<file path="src/qrs_pkg.sv">
// qrs_pkg: shared types for the quadratic root solver.
// Root kind codes and the queue status group; no dependencies.
`default_nettype none

package qrs_pkg;

   typedef enum logic [1:0] {
      KIND_DISTINCT = 2'd0,
      KIND_EQUAL    = 2'd1,
      KIND_COMPLEX  = 2'd2,
      KIND_DEGEN    = 2'd3
   } qrs_kind_type;

   typedef struct packed {
      logic full;
      logic empty;
   } qrs_fifo_stat_type;

endpackage

`default_nettype wire

</file>
<file path="src/qrs_front.sv">
// qrs_front: accepts coefficient items, forms the discriminant and classifies the roots.
// Three register stages; feeds the queue. Uses qrs_pkg.
`default_nettype none

module qrs_front #(
   parameter int COEF_WIDTH = 16,
   parameter int FRAC_BITS  = 16,
   parameter int IN_W       = 48,
   parameter int DATA_W     = 100
) (
   input  wire logic                         clock,
   input  wire logic                         reset,
   input  wire logic                         req_tvalid,
   output logic                              req_tready,
   input  wire logic [IN_W-1:0]              req_tdata,
   input  wire qrs_pkg::qrs_fifo_stat_type   fifo_stat,
   output logic                              push,
   output logic [DATA_W-1:0]                 push_data
);

   localparam int W   = COEF_WIDTH;
   localparam int DMW = 2 * W + 1;
   localparam int NBW = W + FRAC_BITS + 1;

   logic                   adv;
   logic signed [W-1:0]    a_in, b_in, c_in;
   logic signed [2*W-1:0]  bb_in, ac_in;

   logic                   vld1_ff, vld2_ff, vld3_ff;
   logic signed [W-1:0]    a1_ff, b1_ff;
   logic signed [2*W-1:0]  bb1_ff, ac1_ff;

   logic signed [2*W+1:0]  d_in;
   logic signed [NBW-1:0]  nb_in;
   logic signed [W:0]      negb;
   logic signed [2*W+1:0]  d2_ff;
   logic                   azero2_ff;
   logic signed [NBW-1:0]  nb2_ff, nb3_ff;
   logic signed [W:0]      den2_ff, den3_ff;

   logic [DMW-1:0]         dm_in, dm3_ff;
   qrs_pkg::qrs_kind_type  kind_in, kind3_ff;

   assign adv        = !vld3_ff || !fifo_stat.full;
   assign req_tready = adv;
   assign push       = vld3_ff && !fifo_stat.full;
   assign push_data  = {dm3_ff, nb3_ff, den3_ff, kind3_ff};

   assign a_in  = req_tdata[W-1:0];
   assign b_in  = req_tdata[2*W-1:W];
   assign c_in  = req_tdata[3*W-1:2*W];
   assign bb_in = b_in * b_in;
   assign ac_in = a_in * c_in;

   // d = b*b - 4ac, wide enough never to wrap
   assign d_in  = {{2{bb1_ff[2*W-1]}}, bb1_ff} - {ac1_ff, 2'b00};
   assign negb  = -{b1_ff[W-1], b1_ff};
   assign nb_in = {negb, {FRAC_BITS{1'b0}}};

   assign dm_in = d2_ff[2*W+1] ? DMW'(-d2_ff) : d2_ff[DMW-1:0];

   always_comb begin
      if (azero2_ff) begin
         kind_in = qrs_pkg::KIND_DEGEN;
      end else if (d2_ff[2*W+1]) begin
         kind_in = qrs_pkg::KIND_COMPLEX;
      end else if (d2_ff == '0) begin
         kind_in = qrs_pkg::KIND_EQUAL;
      end else begin
         kind_in = qrs_pkg::KIND_DISTINCT;
      end
   end

   always_ff @(posedge clock) begin
      if (reset) begin
         vld1_ff <= 1'b0;
         vld2_ff <= 1'b0;
         vld3_ff <= 1'b0;
      end else if (adv) begin
         vld1_ff <= req_tvalid;
         vld2_ff <= vld1_ff;
         vld3_ff <= vld2_ff;
      end
   end

   always_ff @(posedge clock) begin
      if (adv) begin
         a1_ff     <= a_in;
         b1_ff     <= b_in;
         bb1_ff    <= bb_in;
         ac1_ff    <= ac_in;
         d2_ff     <= d_in;
         azero2_ff <= (a1_ff == '0);
         nb2_ff    <= nb_in;
         den2_ff   <= {a1_ff, 1'b0};
         dm3_ff    <= dm_in;
         nb3_ff    <= nb2_ff;
         den3_ff   <= den2_ff;
         kind3_ff  <= kind_in;
      end
   end

endmodule

`default_nettype wire

</file>
<file path="config.mk">
export PLATFORM = sky130hd
export DESIGN_NAME = qrs_front
export DESIGN_NICKNAME = d
export VERILOG_FILES = /design/src/qrs_pkg.sv /design/src/qrs_front.sv
export SDC_FILE = /design/constraint.sdc
export NUM_CORES = 2
export LEC_CHECK = 0
export BUFFER_PORTS_ARGS = -buffer_cell sky130_fd_sc_hd__buf_4
export CELL_PAD_IN_SITES_DETAIL_PLACEMENT = 1
export CELL_PAD_IN_SITES_GLOBAL_PLACEMENT = 1
export CORE_ASPECT_RATIO = 2
export CORE_MARGIN = 2
export CORE_UTILIZATION = 25
export DETAILED_ROUTE_END_ITERATION = 8
export GPL_ROUTABILITY_DRIVEN = 0
export HOLD_SLACK_MARGIN = 0.08
export PLACE_DENSITY_LB_ADDON = 0.2
export SLEW_MARGIN = 0
export SYNTH_ARGS = -nofsm -noshare
export SYNTH_HDL_FRONTEND = slang
export SYNTH_SLANG_ARGS = --single-unit
</file>
<file path="constraint.sdc">
create_clock -name clock -period 14.22 [get_ports clock]
set_input_delay 4.266 -clock clock [delete_from_list [all_inputs] [get_ports clock]]
set_output_delay 4.266 -clock clock [all_outputs]
set_load 0.03 [all_outputs]
</file>
==> qor.csv <==
metric,value,unit
outcome,"finished, final reports clean",
ANT nets after route,0,
RSZ-0062 raised after global routing,no,
initial core utilization,25.19,%
largest buffer count on any clock path,3,
post-CTS setup buffer count,0,
initial antenna violation count,0,
Max Freq,0.09743,GHz
Root Buffer,clkbuf_16,
Mean Syn Cell Area,10.48,um2
layout cell share with drive strength beyond 1,6.622,%
Critical Path AT,10620,ps
multi-input logic area,18610,um2
Cell variety after synth,58,
flop2flop setup slack,10290,ps
mapped cell area,28300,um2
All-Layer GR Usage,13.73,%
# clock sinks,230,
cts hold-fix bufs,0,
Critical Path Source,req_tdata[19],
Sum Neg Setup Slack,0,ps
"Req. time, crit path",14570,ps
Detailed Place HPWL,64740,um
CTS tree,yes,
fin crit share,72.18,%
Syn Inst Count,2700,
WL/cell,18.06,um
Synth top area share,35.09,%
total gr overflow,0,
PortBufs,121,
clk_lat worst skew,620,ps
Worst setup EP type,register,
Worst-Margin Slew,990.3,ps
vias in the first global route,21926,
final net count,3541,
largest net degree at the start of global routing,153,
Die Y-Extent,479.8,um
"Slew Viols, Final",0,
min-delay worst type,register to register,
Setup crit start kind,input pin,
max_cap viols,0,
Slew HR,33.29,%
# IOs,155,
ys flop type,edfxtp_1,
Post-synth EDFFs,227,
Pre-antenna DRT Iters,4,
Reg-to-Reg Start,bb1_ff[2],
Core Rows,174,
final worst path period need,10260,ps
die area,116100,um2
detailed-route wire length,77770,um
Area Overhead vs Synth,11.81,%
first-pass GRT wire length,123400,um
HP Start,nb2_ff[20],
Worst Clk Skew,27.68,ps
post_cts resized,0,
Vias,18406,
Crit Path Class,input pin to register,
Core Region,112300,um2
Layout fillers,12854,
synth top area cells,"fa_1, edfxtp_1, ha_1",
setup violators final,0,
TritonCTS Buffers,27,
Async SR Flop Fraction,0,%
H-tree depth,1,
synth warn,0,
Yosys reg bits,230,
most common cell in the netlist,inv_1,
CTS clock-pin slew for the worst setup and hold paths,60,ps
flip-flop and latch area,6877,um2
hold_ws,417.8,ps
"Seq/Total Area, Yosys",24.30,%
largest area contributor in the netlist,fa_1,
routed vias/inst,4.275,
Die W,241.9,um
initial drt markers,446,
DRC viols,0,
crit path max fanout,16,
"top cells by count, synth","inv_1, fa_1, nand2_1, edfxtp_1, ha_1",
final-report hold violation count,0,
[cells by family after synthesis]
logic type | synth area share [%]
simple gates | 10.61
xor+xnor | 4.674
fa+ha+maj | 44.07
flops | 24.30
other cells | 0.01325
mux | 0.03537
compound gates | 5.916
buf+inv | 10.39
[worst max-delay path, cell delays in order]
cell      delay (ps)
buf_4            200
inv_1            410
nor2_1           160
ha_1             360
xor2_1           190
fa_1             510
fa_1             520
inv_1             60
fa_1             490
fa_1             490
inv_1             50
fa_1             500
inv_1             50
ha_1             360
and3_1           280
a221oi_1         410
a31oi_1          290
o21ai_0          290
nand2b_1         140
nor4b_1          310
nor2_1           100
xnor2_1          160
[sequential cells by signal, indices dropped and copies added (netlist names), 30 cells and up]
register	cells
bb1_ff	30
d2_ff	33
ac1_ff	32
dm3_ff	33
[cell usage in the layout, fill, tap and decap left out, types with 6 or more instances in the layout]
| cell | n |
|---|---|
| inv_1 | 653 |
| fa_1 | 496 |
| nand2_1 | 239 |
| edfxtp_1 | 227 |
| ha_1 | 203 |
| and2_1 | 159 |
| buf_4 | 125 |
| xnor2_1 | 114 |
| nor2_1 | 96 |
| a21oi_1 | 71 |
| o21ai_0 | 46 |
| xor2_1 | 37 |
| a21o_1 | 36 |
| conb_1 | 32 |
| clkbuf_16 | 27 |
| nand2b_1 | 19 |
| nor3_1 | 17 |
| nand3_1 | 14 |
| o21bai_1 | 13 |
| nor2b_1 | 12 |
| o21a_1 | 11 |
| a211oi_1 | 10 |
| o31ai_1 | 10 |
| or3_1 | 10 |
| nand4_1 | 9 |
| and3_1 | 9 |
| nor4_1 | 8 |
| clkinv_1 | 8 |
| a31o_2 | 7 |
| a31oi_1 | 6 |
| o41ai_1 | 6 |
[worst paths after layout]
kind,cells past startpoint,end
setup / recovery,22,bb1_ff[31]
hold / removal,0,nb3_ff[20]
setup reg to reg,12,d2_ff[32]
hold reg to reg,0,nb3_ff[20]
[cell type report]
type / count / area share (%)
timing repair buffer: 126 / 3.029
clock buffer: 27 / 2.136
multi-input combinational: 1751 / 58.83
sequential: 230 / 21.74
inverter: 653 / 7.747
antenna: 1 / 0.007910
tap: 1496 / 5.916
clock inverter: 22 / 0.6011
[layer usage]
metal	global-route usage, %	part of all wire, %	vias up
met5	0	0	-
met1	13.51	35	9537
met3	1.045	2.3	125
met4	5.782	4.4	0
met2	28.68	59	302
li1	-	-	8442
[stage by stage]
step                setup slack, ps  area, um2  util [%]  std cells
floorplan                     720.4      28410         -       2731
global placement               3245      30770     27.39       4256
detailed placement             3192      30770     27.39       4256
CTS                            3842      31640     28.16       4305
global route                   3549      31640     28.16       4305
finish                         3956      31640     28.16       4306
Power is not shown: default switching activity piles up to over one toggle a cycle in this logic, so the estimate is an artifact.
