<file path="src/qrs_pkg.sv">
// qrs_pkg: shared types for the quadratic root solver.
// Root kind codes and the queue status group; no dependencies.
`default_nettype none

package qrs_pkg;

   typedef enum logic [1:0] {
      KIND_DISTINCT = 2'd0,
      KIND_EQUAL    = 2'd1,
      KIND_COMPLEX  = 2'd2,
      KIND_DEGEN    = 2'd3
   } qrs_kind_type;

   typedef struct packed {
      logic full;
      logic empty;
   } qrs_fifo_stat_type;

endpackage

`default_nettype wire

</file>
<file path="src/qrs_fifo.sv">
// qrs_fifo: short queue between the classifying front and the arithmetic back.
// Four entries of register storage. Uses qrs_pkg for its status group.
`default_nettype none

module qrs_fifo #(
   parameter int DATA_W = 100
) (
   input  wire logic                        clock,
   input  wire logic                        reset,
   input  wire logic                        push,
   input  wire logic [DATA_W-1:0]           push_data,
   input  wire logic                        pop,
   output logic [DATA_W-1:0]                pop_data,
   output qrs_pkg::qrs_fifo_stat_type       stat
);

   localparam int DEPTH = 4;
   localparam int PW    = $clog2(DEPTH);

   logic [DATA_W-1:0] mem_ff [DEPTH];
   logic [PW-1:0]     wr_ptr_ff, rd_ptr_ff;
   logic [PW:0]       count_ff, count_in;

   assign stat.full  = (count_ff == (PW+1)'(DEPTH));
   assign stat.empty = (count_ff == '0);
   assign pop_data   = mem_ff[rd_ptr_ff];

   always_comb begin
      count_in = count_ff;
      if (push && !pop) begin
         count_in = count_ff + 1'b1;
      end else if (pop && !push) begin
         count_in = count_ff - 1'b1;
      end
   end

   always_ff @(posedge clock) begin
      if (reset) begin
         wr_ptr_ff <= '0;
         rd_ptr_ff <= '0;
         count_ff  <= '0;
      end else begin
         if (push) begin
            wr_ptr_ff <= wr_ptr_ff + 1'b1;
         end
         if (pop) begin
            rd_ptr_ff <= rd_ptr_ff + 1'b1;
         end
         count_ff <= count_in;
      end
   end

   always_ff @(posedge clock) begin
      if (push) begin
         mem_ff[wr_ptr_ff] <= push_data;
      end
   end

   a_no_overflow: assert property (@(posedge clock) disable iff (reset)
      !(push && stat.full)) else $error("queue written while full");
   a_no_underflow: assert property (@(posedge clock) disable iff (reset)
      !(pop && stat.empty)) else $error("queue read while empty");
   a_count_range: assert property (@(posedge clock) disable iff (reset)
      count_ff <= (PW+1)'(DEPTH)) else $error("queue count out of range");

endmodule

`default_nettype wire

</file>
<file path="config.mk">
export PLATFORM = sky130hd
export DESIGN_NAME = qrs_fifo
export DESIGN_NICKNAME = d
export VERILOG_FILES = /design/src/qrs_pkg.sv /design/src/qrs_fifo.sv
export SDC_FILE = /design/constraint.sdc
export NUM_CORES = 1
export LEC_CHECK = 0
export BUFFER_PORTS_ARGS = -buffer_cell sky130_fd_sc_hd__buf_2
export CAP_MARGIN = 20
export CORE_MARGIN = 5
export CORE_UTILIZATION = 61
export CTS_CLUSTER_DIAMETER = 120
export DETAILED_ROUTE_END_ITERATION = 10
export GPL_TIMING_DRIVEN = 0
export HOLD_SLACK_MARGIN = 0.05
export MAX_ROUTING_LAYER = met4
export PLACE_DENSITY = 0.92
export SLEW_MARGIN = 20
export SYNTH_ARGS = -nofsm -noshare
export SYNTH_HDL_FRONTEND = slang
export SYNTH_SLANG_ARGS = --single-unit
</file>
<file path="constraint.sdc">
create_clock -name clock -period 7.3 [get_ports clock]
set_input_delay 2.19 -clock clock [delete_from_list [all_inputs] [get_ports clock]]
set_output_delay 2.19 -clock clock [all_outputs]
set_load 0.01 [all_outputs]
</file>
==> flow_metrics.py, run 1 <==
metrics = {
    "sta": {
        "finalCritPeriodShare": 0.630,
        "hold_viol_final": 0,
        "setup_viol": 0,
        "skew_ns": 0.0196,
        "hold_ws_ns": 0.553,
        "relSlewSlack": 0.498,
        "slew_violations": 0,
        "fmax_mhz": 217,
        "tightest_slew_ns": 0.753,
        "fin_tns_setup_ns": 0,
        "fin_crit_ns": 4.60,
        "fin_ws_ns": 2.70,
        "rsz0062_at_grt": "no",
    },
    "synth": {
        "synth_edf_count": 400,
        "synthCells": 566,
        "yosysMostFrequentCell": "edfxtp_1",
        "synth.distinct_cells": 22,
        "syn_nets": 676,
        "ys_top_cells_by_count": "edfxtp_1 (400), mux4_2 (100), buf_12 (10), buf_2 (10), dfxtp_1 (9)",
        "synth_top_area_cell": "edfxtp_1",
        "avgSynthCellArea_um2": 26.4,
        "syn-cell-area_um2": 15000,
        "synth_seq_area_share": 0.815,
        "ys_ff_latch": 409,
        "synth_top_area_frac": 0.803,
        "synth_flop_cell": "edfxtp_1",
        "yosysWarnings": 0,
        "async_flop_share": 0,
        "synthTopCellsByArea": "edfxtp_1 (80%), mux4_2 (15%), buf_12 (1.3%)",
    },
    "flow_run": {
        "maxCapViolCount": 0,
    },
    "cells_and_area": {
        "layoutNonFillerInstCount": 1178,
        "fin_util": 0.738,
        "layout.nets": 930,
        "fillers": 1341,
        "layout-drive-gt1-share": 0.461,
        "postLayoutCellArea_um2": 17900,
        "syn2layout_area_growth_pct": 19.7,
    },
    "worst_setup_path": {
        "reg2reg_setup_slack_ns": 5.61,
        "crit_chain": "buf_1, buf_2, mux4_2, buf_2",
        "crit_buf_inv": 3,
        "critPathTopFamily": "buffers and inverters",
        "crit_path_top_delay_cell": "buf_1",
        "crit_path_start_kind": "register",
        "r2r-start": "wr_ptr_ff[0]",
        "required_ns": 5.11,
        "crit_path_end_kind": "primary output",
        "critPathMaxStageDelay_ns": 0.58,
        "cp_max_fo": 10,
        "cpMostUsedCell": "buf_2",
        "timing_worst_setup_path_type": "reg -> out",
        "cp.arrival_ns": 2.41,
    },
    "die": {
        "fp-row-count": 57,
        "start_util": 0.617,
        "die_width_um": 167,
        "die_h_um": 167,
        "die_area_um2": 27800,
        "ioPinCount": 206,
        "core_area_um2": 24200,
    },
    "global_routing": {
        "grt_overflow_total": 0,
        "grt_first_pass_wirelength_mm": 46.7,
        "antenna_found_initial": 4,
        "grt_pass1_vias": 7472,
        "track_usage": 0.232,
        "grt_max_degree": 44,
    },
    "clocking": {
        "clock_path_buffers": 3,
        "htreeDepth": 2,
        "cts_setup_buffers": 0,
        "insertion_delay_ns": 0.52,
        "cts_buffers": 40,
        "tritoncts": "done",
        "ctsResizeCount": 0,
        "clk_pin_slew_worst_paths_ns": 0.06,
        "clock_sinks": 409,
        "hold_buffers": 0,
        "cts_root_buf": "clkbuf_16",
    },
    "routing": {
        "vias": 7022,
        "totalWireLength_mm": 31.1,
        "drc": 0,
        "ant_nets": 0,
        "vias_per_cell": 5.96,
        "routedWlPerCell_um": 26.4,
        "first_pass_iters": 5,
        "drt_iter0_markers": 645,
    },
    "pwr": {
        "power_switching_mw": 1.13,
        "peakVddDrop_v": 0.000262,
        "fin_total_pwr_mw": 5.29,
        "netSwitchingFraction": 0.214,
        "leakage_nw": 6.10,
        "p_int_mw": 4.16,
        "cellPowerDensity_nw_per_um2": 295,
        "power_frac_clock": 0.381,
        "seqPwrFrac": 0.516,
        "combPwrFrac": 0.102,
    },
    "place": {
        "place.gp.congestion": 0.745,
        "io_buffers": 204,
        "dp_cells": 1102,
        "dp_hpwl_mm": 18.8,
        "postPlaceCellArea_um2": 16600,
        "pre_cts_ws_ns": 3.24,
    },
    "status": {
        "status": "finished clean",
    },
    "min_path": {
        "min_path_type": "reg -> reg",
        "hold_start": "rd_ptr_ff[0]",
    },
}
## cells in the final DEF (no fill, tap or decap), drive strengths merged
cell and count:
edfxtp 400, diode 5, ha 5, fa 1
nand2 1, nor3b 1, a21oi 1, and2 4
clkbuf 52, o21ai 1, bufinv 5, inv 6
clkinv 13, mux2i 2, xnor2 2, xor2 3
or3 1, nor2 7, mux4 100, buf 234
dfxtp 9, nor3 1
## registers in the layout (all words and copies together) (netlist names), named ones only
name / flops
count_ff: 3
mem_ff: 400
rd_ptr_ff: 2
wr_ptr_ff: 2
## area by class of cell
type / instances / area, um^2 / area share
timing repair buffer: 212 / 1230 / 0.0689
antenna: 5 / 12.5 / 0.000699
clock inverter: 20 / 224 / 0.0125
sequential: 409 / 12200 / 0.681
multi-input combinational: 130 / 2490 / 0.139
inverter: 4 / 15.0 / 0.000838
tap: 324 / 405 / 0.0226
buffer: 23 / 269 / 0.0150
clock buffer: 51 / 1060 / 0.0594
## worst paths after layout
check	end	depth (start not counted)
max	pop_data[85]	4
min	register	2
max reg2reg	mem_ff[3][92]	3
min reg2reg	register	2
## power groups by stage
stage | Combinational [mW] | Sequential, mW | Clock [mW]
after floorplan | 0.312 | 2.77 | 0
after global routing | 0.577 | 2.74 | 2.18
after detailed placement | 0.541 | 2.78 | 0
after CTS | 0.552 | 2.73 | 2.05
after global placement | 0.505 | 2.78 | 0
final | 0.541 | 2.73 | 2.02
## logic make-up (layout without fill, tap and decap cells)
group           count (synthesis)  count (layout)  share of synthesized area
buf+inv                        27             310                     0.0190
fa+ha+maj                       6               6                    0.00552
compound gates                  2               2                   0.000669
other cells                     0               5                          0
xor+xnor                        5               5                    0.00293
mux                           102             102                      0.152
simple gates                   15              15                    0.00494
flops                         409             409                      0.815
## per-layer routing
layer / track usage / vias to the layer above / wire length, um
met5: - / - / 0
met4: 0.0776 / 0 / 1100
met3: 0.0379 / 79 / 1880
met2: 0.390 / 328 / 16800
met1: 0.294 / 3661 / 11200
li1: - / 2954 / -
## worst reg2reg max path, cell delays in order (launching register included)
cell     delay (ns)
dfxtp_1        0.41
ha_1           0.18
and2_4         0.42
buf_16         0.31
No activity file was read; power rests on OpenSTA's default activity.
==> inputs of run 2 (changes only) <==
--- a/config.mk
+++ b/config.mk
@@ -8,13 +8,13 @@
 export BUFFER_PORTS_ARGS = -buffer_cell sky130_fd_sc_hd__buf_2
 export CAP_MARGIN = 20
 export CORE_MARGIN = 5
-export CORE_UTILIZATION = 61
+export CORE_UTILIZATION = 57
 export CTS_CLUSTER_DIAMETER = 120
 export DETAILED_ROUTE_END_ITERATION = 10
 export GPL_TIMING_DRIVEN = 0
 export HOLD_SLACK_MARGIN = 0.05
 export MAX_ROUTING_LAYER = met4
-export PLACE_DENSITY = 0.92
+export PLACE_DENSITY = 0.87
 export SLEW_MARGIN = 20
 export SYNTH_ARGS = -nofsm -noshare
 export SYNTH_HDL_FRONTEND = slang
==> constraint.sdc (replaced) <==
create_clock -name clock -period 4.69 [get_ports clock]
set_input_delay 1.407 -clock clock [delete_from_list [all_inputs] [get_ports clock]]
set_output_delay 1.407 -clock clock [all_outputs]
set_load 0.01 [all_outputs]
==> run 2 against run 1 <==
- total power is 52% higher
- largest cell class unchanged
- wire length is 12% lower
- die area is 6.6% higher
- critical path depth stayed put
- hold slack worse by 0.020 ns
- count of clock-buffer cells in the layout is 1 lower
- critical endpoint is now pop_data[59]
==> flow_metrics.py, run 2 (same netlist as run 1, synthesis figures left out) <==
metrics = {
    "status": {
        "status": "finished clean",
    },
    "clocking": {
        "tritoncts": "done",
        "htreeDepth": 2,
        "cts_root_buf": "clkbuf_16",
        "insertion_delay_ns": 0.51,
        "clk_pin_slew_worst_paths_ns": 0.06,
        "clock_sinks": 409,
        "ctsResizeCount": 0,
        "clock_path_buffers": 3,
        "cts_buffers": 40,
        "cts_setup_buffers": 0,
        "hold_buffers": 0,
    },
    "die": {
        "die_width_um": 172,
        "die_h_um": 172,
        "fp-row-count": 59,
        "die_area_um2": 29600,
        "core_area_um2": 26000,
        "ioPinCount": 206,
        "start_util": 0.576,
    },
    "place": {
        "io_buffers": 204,
        "place.gp.congestion": 0.697,
        "dp_hpwl_mm": 17.7,
        "postPlaceCellArea_um2": 16600,
    },
    "sta": {
        "skew_ns": 0.0122,
        "hold_viol_final": 0,
        "relSlewSlack": 0.536,
        "fin_crit_ns": 3.71,
        "slew_violations": 0,
        "tightest_slew_ns": 0.697,
        "finalCritPeriodShare": 0.790,
        "fin_tns_setup_ns": 0,
        "setup_viol": 0,
        "rsz0062_at_grt": "no",
        "fmax_mhz": 270,
    },
    "worst_setup_path": {
        "cp_max_fo": 10,
        "crit_path_top_delay_cell": "buf_1",
        "crit_path_end_kind": "primary output",
        "cp.arrival_ns": 2.30,
        "crit_path_start_kind": "register",
        "required_ns": 3.28,
        "critPathMaxStageDelay_ns": 0.53,
        "timing_worst_setup_path_type": "reg -> out",
        "crit_chain": "buf_1, buf_2, mux4_2, buf_2",
        "cpMostUsedCell": "buf_2",
    },
    "cells_and_area": {
        "final_cell_mix": "edfxtp_1 (400), buf_2 (214), mux4_2 (100), clkbuf_16 (41), buf_12 (13)",
        "reg_top3": "mem_ff x400, count_ff x3",
        "fillers": 1596,
        "largest_reg_flops": 400,
        "postLayoutCellArea_um2": 17900,
        "syn2layout_area_growth_pct": 19.4,
        "layout-drive-gt1-share": 0.460,
        "regMostFlops": "mem_ff",
        "final_common_cell": "edfxtp_1",
        "layout.nets": 930,
    },
    "min_path": {
        "min_path_type": "reg -> reg",
    },
    "routing": {
        "first_pass_iters": 4,
        "drc": 0,
        "drt_iter0_markers": 569,
        "vias_per_cell": 5.65,
        "routedWlPerCell_um": 23.1,
        "ant_nets": 0,
        "vias": 6710,
        "totalWireLength_mm": 27.5,
    },
    "global_routing": {
        "grt_max_degree": 50,
        "grt_pass1_vias": 7367,
        "grt_overflow_total": 0,
        "track_usage": 0.194,
        "antenna_found_initial": 3,
        "grt_first_pass_wirelength_mm": 41.8,
    },
    "pwr": {
        "leakage_nw": 6.07,
        "peakVddDrop_v": 0.000377,
        "cellPowerDensity_nw_per_um2": 450,
    },
    "flow_run": {
        "maxCapViolCount": 0,
    },
}
-- run 2: layout make-up --
cell class	count	area, um^2	area share
antenna	5	12.5	0.000701
inverter	4	15.0	0.000841
tap	335	419	0.0235
timing repair buffer	212	1220	0.0683
clock inverter	19	135	0.00757
buffer	23	269	0.0151
sequential	409	12200	0.683
multi-input combinational	130	2490	0.140
clock buffer	50	1100	0.0616
-- run 2: worst paths after layout --
| path | slack [ns] | startpoint | to | cells after the start |
|---|---|---|---|---|
| worst max-delay path | 0.98 | register | pop_data[59] | 4 |
| worst min-delay path | 0.53 | rd_ptr_ff[0] | rd_ptr_ff[0] | 2 |
| worst max register to register | 2.92 | wr_ptr_ff[0] | mem_ff[2][63] | 4 |
| worst min register to register | 0.53 | rd_ptr_ff[0] | rd_ptr_ff[0] | 2 |
-- run 2: power by group --
| part | switching (mW) | internal [mW] |
|---|---|---|
| combinational | 0.430 | 0.391 |
| sequential | 0.0422 | 4.20 |
| clock | 1.22 | 1.76 |
| total | 1.69 | 6.35 |
-- run 2: worst max-delay path, delay by kind of cell (launching register included) --
kind,cells,cell delay (ns)
buffers and inverters,3,1.09
muxes,1,0.39
DFF,1,0.31
-- run 2: routing by layer --
metal,track usage,up-vias,wire length [um]
met5,-,-,0
met4,0.0448,0,469
met3,0.0430,38,1950
met2,0.324,225,14400
met1,0.250,3495,10700
li1,-,2952,-
-- run 2: through the flow --
step	cells	utilization	hold slack [ns]	setup WS [ns]	total power [mW]
2_1_floorplan	566	-	0.466	0.504	4.80
3_3_place_gp	1105	0.631	0.483	-1.34	5.12
3_5_place_dp	1113	0.639	0.525	1.41	5.16
4_1_cts	1182	0.687	0.539	0.869	8.13
5_1_grt	1185	0.687	0.579	0.796	8.35
6_report	1187	0.687	0.533	0.983	8.04
